===== config.mk =====
export PLATFORM = sky130hd
export DESIGN_NAME = sparse_polynomial_add
export DESIGN_NICKNAME = d
export VERILOG_FILES = /design/src/rtl/spa_pkg.sv /design/src/rtl/sparse_polynomial_add.sv /design/src/rtl/spa_ctrl.sv /design/src/rtl/spa_dpath.sv
export SDC_FILE = /design/constraint.sdc
export NUM_CORES = 2
export LEC_CHECK = 0
export ABC_AREA = 1
export BUFFER_PORTS_ARGS = -buffer_cell sky130_fd_sc_hd__buf_2
export CORE_MARGIN = 1.5
export CORE_UTILIZATION = 50
export DETAILED_ROUTE_END_ITERATION = 8
export GPL_ROUTABILITY_DRIVEN = 0
export PLACE_DENSITY = 0.72
export SYNTH_ARGS = -nofsm -noshare
export SYNTH_HDL_FRONTEND = slang
export SYNTH_SLANG_ARGS = --single-unit

===== constraint.sdc =====
create_clock -name clock -period 4.6 [get_ports clock]
set_input_delay 0.46 -clock clock [delete_from_list [all_inputs] [get_ports clock]]
set_output_delay 0.46 -clock clock [all_outputs]
set_load 0.02 [all_outputs]

===== src/rtl/spa_pkg.sv =====
package spa_pkg;

   localparam int COEF_W = 32;
   localparam int EXP_W  = 16;

   // request action codes
   localparam logic [1:0] ACT_LOAD_A = 2'd0;
   localparam logic [1:0] ACT_LOAD_B = 2'd1;
   localparam logic [1:0] ACT_MERGE  = 2'd2;

   typedef enum logic [1:0] {
      ST_IDLE  = 2'b01,
      ST_MERGE = 2'b10
   } spa_state_type;

   // controller -> datapath
   typedef struct packed {
      logic load_a;
      logic load_b;
      logic merge_init;
      logic merge_step;
      logic merge_finish;
   } spa_cmd_type;

   // datapath -> controller
   typedef struct packed {
      logic done;   // both list heads exhausted
   } spa_status_type;

endpackage


===== src/rtl/sparse_polynomial_add.sv =====
// Sparse polynomial adder: merges two term lists (A and B), each held in
// descending exponent order, and streams out their sum.
// Request channel: a request is taken on a rising edge with start high and
//   busy low. req_action selects load into A, load into B, merge, or
//   nothing (unused code). Busy stays low during a load, so loads can be
//   issued every cycle. A load into a full list (DEPTH terms)
//   is dropped and flags the run as truncated.
// Merge: busy is high through the merge steps (one head comparison each;
//   at most count_a + count_b steps) and a closing step. Each list has
//   a single read port addressed by its head index, so one step per cycle.
// Result channel: rsp_strobe marks each result for exactly one cycle, there
//   is no back-pressure. Each result waits in a one-term holding register
//   (so that last can be marked) until the next term is produced or the
//   merge closes, then goes out through the output registers. Equal
//   exponents are summed, zero sums dropped, wrapped sums flagged in
//   rsp_overflow. An empty sum gives one result with rsp_term_valid low.
//   rsp_last marks the final result; both lists are then cleared.
// Reset: synchronous, active high; empties both lists and clears the
//   truncated flag and any merge in progress.
module sparse_polynomial_add import spa_pkg::*; #(
   parameter int DEPTH = 16
) (
   input  logic                     clock,
   input  logic                     reset,
   input  logic                     start,
   output logic                     busy,
   input  logic [1:0]               req_action,
   input  logic signed [COEF_W-1:0] req_coef,
   input  logic [EXP_W-1:0]         req_exponent,
   output logic                     rsp_strobe,
   output logic signed [COEF_W-1:0] rsp_coef_res,
   output logic [EXP_W-1:0]         rsp_exponent_res,
   output logic                     rsp_term_valid,
   output logic                     rsp_last,
   output logic                     rsp_overflow,
   output logic                     rsp_truncated
);

   spa_cmd_type    cmd;
   spa_status_type status;

   // sequencer: decodes requests, runs the merge loop
   spa_ctrl u_ctrl (
      .clock      (clock),
      .reset      (reset),
      .start      (start),
      .req_action (req_action),
      .status     (status),
      .busy       (busy),
      .cmd        (cmd)
   );

   // term lists, head comparator/adder and result registers
   spa_dpath #(
      .DEPTH (DEPTH)
   ) u_dpath (
      .clock          (clock),
      .reset          (reset),
      .cmd            (cmd),
      .in_coef        (req_coef),
      .in_exp         (req_exponent),
      .status         (status),
      .out_strobe     (rsp_strobe),
      .out_coef       (rsp_coef_res),
      .out_exp        (rsp_exponent_res),
      .out_term_valid (rsp_term_valid),
      .out_last       (rsp_last),
      .out_overflow   (rsp_overflow),
      .out_truncated  (rsp_truncated)
   );

   // end of a merge always shows a final result on the same edge
   a_busy_end_last : assert property (@(posedge clock) disable iff (reset)
      ($fell(busy) && !$past(reset)) |-> (rsp_strobe && rsp_last))
      else $error("merge ended without a final result");

   // the final result of a run is never followed directly by another
   a_last_gap : assert property (@(posedge clock) disable iff (reset)
      (rsp_strobe && rsp_last) |=> !rsp_strobe)
      else $error("result straight after final result");

   // an empty result is only the lone closing result, with zero coefficient and no overflow
   a_empty_sum : assert property (@(posedge clock) disable iff (reset)
      (rsp_strobe && !rsp_term_valid) |->
         (rsp_last && (rsp_coef_res == '0) && !rsp_overflow))
      else $error("malformed empty result");

endmodule


===== src/rtl/spa_ctrl.sv =====
module spa_ctrl import spa_pkg::*; (
   input  logic           clock,
   input  logic           reset,
   input  logic           start,
   input  logic [1:0]     req_action,
   input  spa_status_type status,
   output logic           busy,
   output spa_cmd_type    cmd
);

   spa_state_type state_ff, state_in;

   always_comb begin
      state_in = state_ff;
      cmd      = '0;
      case (state_ff)
         ST_IDLE: begin
            if (start) begin
               case (req_action)
                  ACT_LOAD_A: cmd.load_a = 1'b1;
                  ACT_LOAD_B: cmd.load_b = 1'b1;
                  ACT_MERGE: begin
                     cmd.merge_init = 1'b1;
                     state_in       = ST_MERGE;
                  end
                  default: ;   // unused action: no effect
               endcase
            end
         end
         ST_MERGE: begin
            if (status.done) begin
               cmd.merge_finish = 1'b1;
               state_in         = ST_IDLE;
            end else begin
               cmd.merge_step = 1'b1;
            end
         end
         default: state_in = ST_IDLE;
      endcase
   end

   assign busy = (state_ff == ST_MERGE);

   always_ff @(posedge clock) begin
      if (reset) begin
         state_ff <= ST_IDLE;
      end else begin
         state_ff <= state_in;
      end
   end

endmodule


===== src/rtl/spa_dpath.sv =====
module spa_dpath import spa_pkg::*; #(
   parameter int DEPTH = 16
) (
   input  logic                     clock,
   input  logic                     reset,
   input  spa_cmd_type              cmd,
   input  logic signed [COEF_W-1:0] in_coef,
   input  logic [EXP_W-1:0]         in_exp,
   output spa_status_type           status,
   output logic                     out_strobe,
   output logic signed [COEF_W-1:0] out_coef,
   output logic [EXP_W-1:0]         out_exp,
   output logic                     out_term_valid,
   output logic                     out_last,
   output logic                     out_overflow,
   output logic                     out_truncated
);

   localparam int CW = $clog2(DEPTH + 1);
   localparam int AW = (DEPTH > 1) ? $clog2(DEPTH) : 1;

   logic [COEF_W-1:0] a_coef_ff [DEPTH];
   logic [COEF_W-1:0] a_coef_in [DEPTH];
   logic [EXP_W-1:0]  a_exp_ff  [DEPTH];
   logic [EXP_W-1:0]  a_exp_in  [DEPTH];
   logic [COEF_W-1:0] b_coef_ff [DEPTH];
   logic [COEF_W-1:0] b_coef_in [DEPTH];
   logic [EXP_W-1:0]  b_exp_ff  [DEPTH];
   logic [EXP_W-1:0]  b_exp_in  [DEPTH];

   logic [CW-1:0] cnt_a_ff, cnt_a_in, cnt_b_ff, cnt_b_in;
   logic [CW-1:0] idx_a_ff, idx_a_in, idx_b_ff, idx_b_in;
   logic          lost_ff, lost_in;

   // one-term holding register: a term goes out only once its successor
   // (or the end of the run) is known, so that last can be marked
   logic              pend_valid_ff, pend_valid_in;
   logic [COEF_W-1:0] pend_coef_ff, pend_coef_in;
   logic [EXP_W-1:0]  pend_exp_ff, pend_exp_in;
   logic              pend_ovf_ff, pend_ovf_in;

   logic              strobe_ff, strobe_in;
   logic [COEF_W-1:0] ocoef_ff, ocoef_in;
   logic [EXP_W-1:0]  oexp_ff, oexp_in;
   logic              otv_ff, otv_in;
   logic              olast_ff, olast_in;
   logic              oovf_ff, oovf_in;
   logic              otrunc_ff, otrunc_in;

   logic              a_has, b_has, take_a, take_b, take_both, produce;
   logic [COEF_W-1:0] ca, cb, sum, cand_coef;
   logic [EXP_W-1:0]  ea, eb, cand_exp;
   logic              sum_ovf;

   // head comparison
   always_comb begin
      a_has     = (idx_a_ff < cnt_a_ff);
      b_has     = (idx_b_ff < cnt_b_ff);
      ca        = a_coef_ff[idx_a_ff[AW-1:0]];
      ea        = a_exp_ff[idx_a_ff[AW-1:0]];
      cb        = b_coef_ff[idx_b_ff[AW-1:0]];
      eb        = b_exp_ff[idx_b_ff[AW-1:0]];
      take_a    = a_has && (!b_has || (ea > eb));
      take_b    = b_has && (!a_has || (eb > ea));
      take_both = a_has && b_has && (ea == eb);
      sum       = ca + cb;
      sum_ovf   = (~(ca[COEF_W-1] ^ cb[COEF_W-1])) & (ca[COEF_W-1] ^ sum[COEF_W-1]);
      cand_coef = take_a ? ca : (take_b ? cb : sum);
      cand_exp  = take_b ? eb : ea;
      produce   = take_a || take_b || (take_both && ((sum != '0) || sum_ovf));
      status.done = !a_has && !b_has;
   end

   always_comb begin
      a_coef_in     = a_coef_ff;
      a_exp_in      = a_exp_ff;
      b_coef_in     = b_coef_ff;
      b_exp_in      = b_exp_ff;
      cnt_a_in      = cnt_a_ff;
      cnt_b_in      = cnt_b_ff;
      idx_a_in      = idx_a_ff;
      idx_b_in      = idx_b_ff;
      lost_in       = lost_ff;
      pend_valid_in = pend_valid_ff;
      pend_coef_in  = pend_coef_ff;
      pend_exp_in   = pend_exp_ff;
      pend_ovf_in   = pend_ovf_ff;
      strobe_in     = 1'b0;
      ocoef_in      = ocoef_ff;
      oexp_in       = oexp_ff;
      otv_in        = otv_ff;
      olast_in      = olast_ff;
      oovf_in       = oovf_ff;
      otrunc_in     = otrunc_ff;

      if (cmd.load_a) begin
         if (cnt_a_ff == CW'(DEPTH)) begin
            lost_in = 1'b1;
         end else begin
            a_coef_in[cnt_a_ff[AW-1:0]] = in_coef;
            a_exp_in[cnt_a_ff[AW-1:0]]  = in_exp;
            cnt_a_in                    = cnt_a_ff + CW'(1);
         end
      end

      if (cmd.load_b) begin
         if (cnt_b_ff == CW'(DEPTH)) begin
            lost_in = 1'b1;
         end else begin
            b_coef_in[cnt_b_ff[AW-1:0]] = in_coef;
            b_exp_in[cnt_b_ff[AW-1:0]]  = in_exp;
            cnt_b_in                    = cnt_b_ff + CW'(1);
         end
      end

      if (cmd.merge_init) begin
         idx_a_in      = '0;
         idx_b_in      = '0;
         pend_valid_in = 1'b0;
      end

      if (cmd.merge_step) begin
         if (take_a || take_both) idx_a_in = idx_a_ff + CW'(1);
         if (take_b || take_both) idx_b_in = idx_b_ff + CW'(1);
         if (produce) begin
            if (pend_valid_ff) begin
               strobe_in = 1'b1;
               ocoef_in  = pend_coef_ff;
               oexp_in   = pend_exp_ff;
               otv_in    = 1'b1;
               olast_in  = 1'b0;
               oovf_in   = pend_ovf_ff;
               otrunc_in = lost_ff;
            end
            pend_valid_in = 1'b1;
            pend_coef_in  = cand_coef;
            pend_exp_in   = cand_exp;
            pend_ovf_in   = take_both & sum_ovf;
         end
      end

      if (cmd.merge_finish) begin
         strobe_in = 1'b1;
         olast_in  = 1'b1;
         otrunc_in = lost_ff;
         if (pend_valid_ff) begin
            ocoef_in = pend_coef_ff;
            oexp_in  = pend_exp_ff;
            otv_in   = 1'b1;
            oovf_in  = pend_ovf_ff;
         end else begin
            // empty sum
            ocoef_in = '0;
            oexp_in  = '0;
            otv_in   = 1'b0;
            oovf_in  = 1'b0;
         end
         pend_valid_in = 1'b0;
         cnt_a_in      = '0;
         cnt_b_in      = '0;
         lost_in       = 1'b0;
      end
   end

   always_ff @(posedge clock) begin
      if (reset) begin
         cnt_a_ff      <= '0;
         cnt_b_ff      <= '0;
         idx_a_ff      <= '0;
         idx_b_ff      <= '0;
         lost_ff       <= 1'b0;
         pend_valid_ff <= 1'b0;
         strobe_ff     <= 1'b0;
      end else begin
         cnt_a_ff      <= cnt_a_in;
         cnt_b_ff      <= cnt_b_in;
         idx_a_ff      <= idx_a_in;
         idx_b_ff      <= idx_b_in;
         lost_ff       <= lost_in;
         pend_valid_ff <= pend_valid_in;
         strobe_ff     <= strobe_in;
      end
   end

   always_ff @(posedge clock) begin
      a_coef_ff    <= a_coef_in;
      a_exp_ff     <= a_exp_in;
      b_coef_ff    <= b_coef_in;
      b_exp_ff     <= b_exp_in;
      pend_coef_ff <= pend_coef_in;
      pend_exp_ff  <= pend_exp_in;
      pend_ovf_ff  <= pend_ovf_in;
      ocoef_ff     <= ocoef_in;
      oexp_ff      <= oexp_in;
      otv_ff       <= otv_in;
      olast_ff     <= olast_in;
      oovf_ff      <= oovf_in;
      otrunc_ff    <= otrunc_in;
   end

   assign out_strobe     = strobe_ff;
   assign out_coef       = ocoef_ff;
   assign out_exp        = oexp_ff;
   assign out_term_valid = otv_ff;
   assign out_last       = olast_ff;
   assign out_overflow   = oovf_ff;
   assign out_truncated  = otrunc_ff;

endmodule

After elaboration in Yosys (flattened, before gate mapping)
Cells that the tools add are included.

Bits in registers: 1662. Latch bits: 0. Memory bits (writable): 0. ROM bits: 0. Input port bits: 53. Output and inout bits: 54. Logic and storage cells: 225. Memories: 0.

Add/subtract/negate cells: 5. Multiply operators: 0. Divide/modulo/power cells: 0. $lt $le $gt $ge: 10. Equal/unequal tests: 10. Shift-type cells: 0. Muxes and demuxes: 79. Bitwise gates (word level): 11. Reduce and logical (&&, ||, !) cells: 29.

Operators with widths (count): $bwmux 512 (2); $bwmux 256 (2); $mux 32 (13); $bmux 32 s4 (2); $demux 32 s4 (2); $mux 16 (12); $bmux 16 s4 (2); $demux 16 s4 (2); $add 32x32->32 (1); $gt 16x16->1 (2); $reduce_bool 32->1 (1); $mux 5 (6); $mux 1 (29); $add 5x1->5 const B (4); $ge 5x5->1 const B (4); $not 4->5 (4); $eq 16x16->1 (1); $eq 5x5->1 const B (2); $lt 5x1->1 const B (2); $lt 5x5->1 (2); $reduce_and 3->1 (3); $logic_and 1x1->1 (8); $mux 2 (4); $logic_or 1x1->1 (7); other kinds (14) (27).

Longest topological paths before layout
Depth after elaboration: 13. Gate-level depth with buffers: 33.

Cells and area by module
From an unflattened synthesis, not the netlist that was laid out.

Cells, all modules: 5495. Area total of the unflattened synthesis: 68167.9 sq um.

Modules (own cells, without submodules): spa_dpath (times used 1, cells each 5473, area each 68027.7 sq um, seq. area each 49607.6 sq um); spa_ctrl (times used 1, cells each 22, area each 140.1 sq um, seq. area each 40.0 sq um).

Worst setup path after synthesis
No wires, ideal clock.

Path type: register to register. Start: register u_dpath.idx_a_ff[1]. End: register u_dpath.ocoef_ff[0], in the netlist u_dpath.out_coef[0], enable pin. Setup time: 0.605 ns. Arrival: 4.214 ns. Required time: 3.995 ns. Setup slack: -0.219 ns. Cell stages (with the launch flop): 30. Path through: dfxtp_1 buf_4 buf_2 buf_2 clkbuf_1 o21ai_0 o221ai_1 o211ai_1 nand3_1 ha_1 inv_1 fa_1 inv_1 nand2_1 nand2_1 nand3_1 nand2_1 nand2_1 nand2_1 nand2_1 nand3_1 nand2_1 nor2_1 nand2_1 nor2_1 nand3_1 nand2_1 nand2_2 nand2_2 nand2_1.

Word-level cells in the longest chain between the ends: 12. Elaborated cells on any way between the ends: 36. Those cells by class: add/sub (1); order compare (3); eq/ne (1); mux (9); bitwise (5); reduce/logical (17).

Ends and longest elaborated chain: from (decl) (RTL line spa_dpath.sv:32) `logic [CW-1:0] idx_a_ff, idx_a_in, idx_b_ff, idx_b_in;`; from (signal assigned) (RTL line spa_dpath.sv:177) `idx_a_ff <= idx_a_in;`; parallel branches: the longest is 11 deep, another holds $add 32x32->32; $reduce_and 3->1 (no source line) *; to (signal assigned) (RTL line spa_dpath.sv:193) `ocoef_ff <= ocoef_in;`; to (decl) (RTL line spa_dpath.sv:43) `logic [COEF_W-1:0] ocoef_ff, ocoef_in;`.

Every way passes the cells marked *. The select of a mux whose other input is x is not followed. A chain may end at the register's enable or synchronous reset.

Worst setup path after layout
Start: register u_dpath.idx_b_ff[0]. End: register u_dpath.pend_coef_ff[19], enable pin.

Word-level cells in the longest chain between the ends: 11. Elaborated cells on any way between the ends: 32. Those cells by class: add/sub (1); order compare (3); eq/ne (1); mux (8); bitwise (5); reduce/logical (14).

Ends and longest elaborated chain: from (decl) (RTL line spa_dpath.sv:32); from (signal assigned) (RTL line spa_dpath.sv:178) `idx_b_ff <= idx_b_in;`; parallel branches: the longest is 10 deep, another holds $add 32x32->32; $reduce_and 2->1 (no source line) *; to (signal assigned) (RTL line spa_dpath.sv:190) `pend_coef_ff <= pend_coef_in;`; to (decl) (RTL line spa_dpath.sv:38) `logic [COEF_W-1:0] pend_coef_ff, pend_coef_in;`.

Marks and branches as above.

==> summary.txt <==
Status: completed
Worst Clk Skew: 0.0382 ns
Req. time, crit path: 5.11 ns
DP Area: 72,900 sq um
Vias in the first global route: 44,700
Leading cell type in the layout, fill and taps excluded: edfxtp_1
Syn nets: 5,588
Sink Count: 1,662
GRT met1 Usage: 37.4%
Final design utilization: 58.5%
Worst r2r src: u_dpath.idx_b_ff[0]
Initial antenna violation count: 11
Worst r2r path cells: 25
Setup CP Type: flop to flop
Crit share post-route: 99.4%
CTS Buf Count: 164
Area delta synth->final: 16.4%
Total iterations of the first detailed-routing run: 6
PD cells: 385 nW/um^2
H-tree depth: 4
Max_cap viols: 0
Worst-Skew Late Latency: 0.82 ns
Slew Viols, Final: 0
Core area: 135,000 sq um
R2R Setup Slk: 0.03 ns
Routed via count: 47,300
Met3 usage: 5.67%
HP Start: req_action[0]
Sequential Area: 49,700 sq um
# rows: 135
Ys Warns: 0
Die Y: 372 um
Final Setup Violations: 0
WL/cell: 25.5 um
Headroom to the max-slew limit: 32.1%
CP peak stage delay: 0.44 ns
Share of layout cells above drive strength 1: 14.6%
I/O pin total: 107
Worst min path class: input port to flop
Critical path fanouts, max: 35
Clock-pin slew on the worst setup and hold paths: 0.06 ns
Multi-input gate area in the final layout: 16,700 sq um
Mapped Cells: 5,469
Number of fill cells: 10,300
Port Buffers: 106
End of the worst hold path: u_dpath.lost_ff
Total power: 30.5 mW
CTS tree: built
Deepest clock path buffer count: 3
TNS Setup: 0 ns
Initial DRC Count: 6,236
Routed Antenna Nets: 0
Crit end category: flop
Vias per std cell: 6.16
Total GRT Usage: 27.5%
GRT met2 Usage: 43.8%
Largest net degree at the start of global routing: 97
Drt drc: 0
RSZ-0062 raised after global routing: yes
Gr busiest metal: met2
Clock Tree Root: clkbuf_16
Average size of a mapped cell: 12.4 sq um
Launching element type of the critical path: flop
First-pass GRT wire length: 282 mm
Design Area, Final: 79,200 sq um
Cell Area, Synth: 68,000 sq um
Initial core utilization: 50.3%
Hold Crit Depth: 4
Leakage power: 27.5 nW
GR Overflow Total: 0
Fmax: 219 MHz
Die X: 372 um
Critical path's most frequent cell: nand2_1
Slew @ Worst Pin: 1.02 ns
CP arrival: 5.08 ns
Yosys cell types: 47
Tmin final: 4.57 ns
Sequential share of the synthesized area: 73.0%
Flops & latches, synth: 1,662
Worst path slowest cell: dfxtp_4
Worst r2r dst: u_dpath.pend_coef_ff[19]
Hold Fails Final Rpt: 0
Detailed-placement wirelength estimate: 114 mm
Nets: 5,890
WL final: 196 mm
Commonest non-fill, non-tap cells in the layout: edfxtp_1, nor2_1, o21ai_0
Die ar.: 138,000 sq um
Maximum vdd drop: 0.000421 V
## logic make-up after synthesis
group / after synthesis / share of synthesized area, %
compound gates: 1355 / 11.5
xor+xnor: 7 / 0.0901
fa+ha+maj: 66 / 1.22
buf+inv: 598 / 3.77
flops: 1662 / 73.0
simple gates: 1781 / 10.4
## report_power, final
part	total [mW]	internal, mW	leakage, nW	switching [mW]
combinational	0.970	0.309	10.1	0.661
sequential	16.7	16.7	14.9	0.0101
clock	12.9	7.27	2.47	5.59
total	30.5	24.2	27.5	6.26
## metrics by stage
stage | std cells | setup WS [ns] | hold WS (ns)
6_report | 7682 | 0.0258 | 0.0652
5_1_grt | 7678 | -0.149 | 0.101
4_1_cts | 7648 | 0.000364 | 0.00250
3_5_place_dp | 7356 | -0.254 | 0.444
3_3_place_gp | 7356 | -0.203 | 0.427
2_1_floorplan | 5469 | 0.0933 | 0.409
## what timing repair did
item,CTS,global route
endpoints found under the setup margin,100,134
resized for setup,19,147
cloned,0,15
pin swaps,4,23
buffers inserted,0,14
hold endpoints to repair,3,0
hold buffers,1,0
## final cells by class
type,instances,share of cell area [%]
timing repair buffer,462,5.58
clock inverter,87,0.956
multi-input combinational,3209,21.1
clock buffer,204,5.45
antenna,5,0.0158
tap,1781,2.81
timing repair inverter,3,0.0426
inverter,269,1.34
sequential,1662,62.7
## worst max-delay path by stage
stage | startpoint | to | slack [ns] | cells past startpoint
finish | u_dpath.idx_b_ff[0] | u_dpath.pend_coef_ff[19] | 0.03 | 25
global route | u_dpath.idx_b_ff[0] | u_dpath.pend_coef_ff[19] | -0.15 | 27
CTS | u_dpath.idx_b_ff[0] | u_dpath.pend_coef_ff[19] | 0.0004 | 25
detailed placement | u_dpath.idx_b_ff[0] | u_dpath.pend_coef_ff[5] | -0.25 | 24
global placement | u_dpath.idx_b_ff[0] | u_dpath.pend_coef_ff[8] | -0.20 | 28
floorplan | u_dpath.idx_a_ff[1] | u_dpath.pend_coef_ff[0] | 0.09 | 29
## routing by layer
metal,vias to the layer above,part of all wire (%)
met1,23200,38
met4,10,3.6
met3,432,11
li1,20600,-
met5,-,0.031
met2,3061,47
## Yosys cell counts (all sizes together)
cell type / count / share of area (%)
a22o: 4 / 0.051
o221ai: 138 / 1.8
edfxtp: 1636 / 72
buf: 136 / 1.2
nand4: 16 / 0.15
o211ai: 35 / 0.39
nor3: 7 / 0.051
o21bai: 2 / 0.022
o22ai: 232 / 2.1
fa: 1 / 0.029
a211oi: 2 / 0.022
xor2: 4 / 0.051
nor2: 998 / 5.5
nand3: 178 / 1.3
dfxtp: 26 / 0.76
a31oi: 13 / 0.12
and2: 4 / 0.037
and3: 2 / 0.018
nor4: 5 / 0.046
inv: 268 / 1.5
nor3b: 3 / 0.033
o21ai: 807 / 5.9
or2: 4 / 0.040
a21oi: 95 / 0.71
clkbuf: 193 / 1.1
a221oi: 27 / 0.39
clkinv: 1 / 0.0055
nand3b: 6 / 0.072
xnor2: 3 / 0.039
nand2: 558 / 3.1
ha: 65 / 1.2
## state kept, by name, summed over array words and instances, names as in the netlist, 16 cells and up
name and flops:
u_dpath.out_exp 16, u_dpath.a_coef_ff 512, u_dpath.pend_exp_ff 16, u_dpath.b_exp_ff 256
u_dpath.a_exp_ff 256, u_dpath.b_coef_ff 512, u_dpath.pend_coef_ff 32, u_dpath.out_coef 32
## worst max-delay path, delay by kind of cell, from the launching register on
kind,cells,cell delay (ns)
buf+inv,7,1.07
simple gates,14,1.65
fa+ha+maj,1,0.37
compound gates,3,0.65
flops,1,0.44
Note: power is estimated with default switching activity, not from simulation.
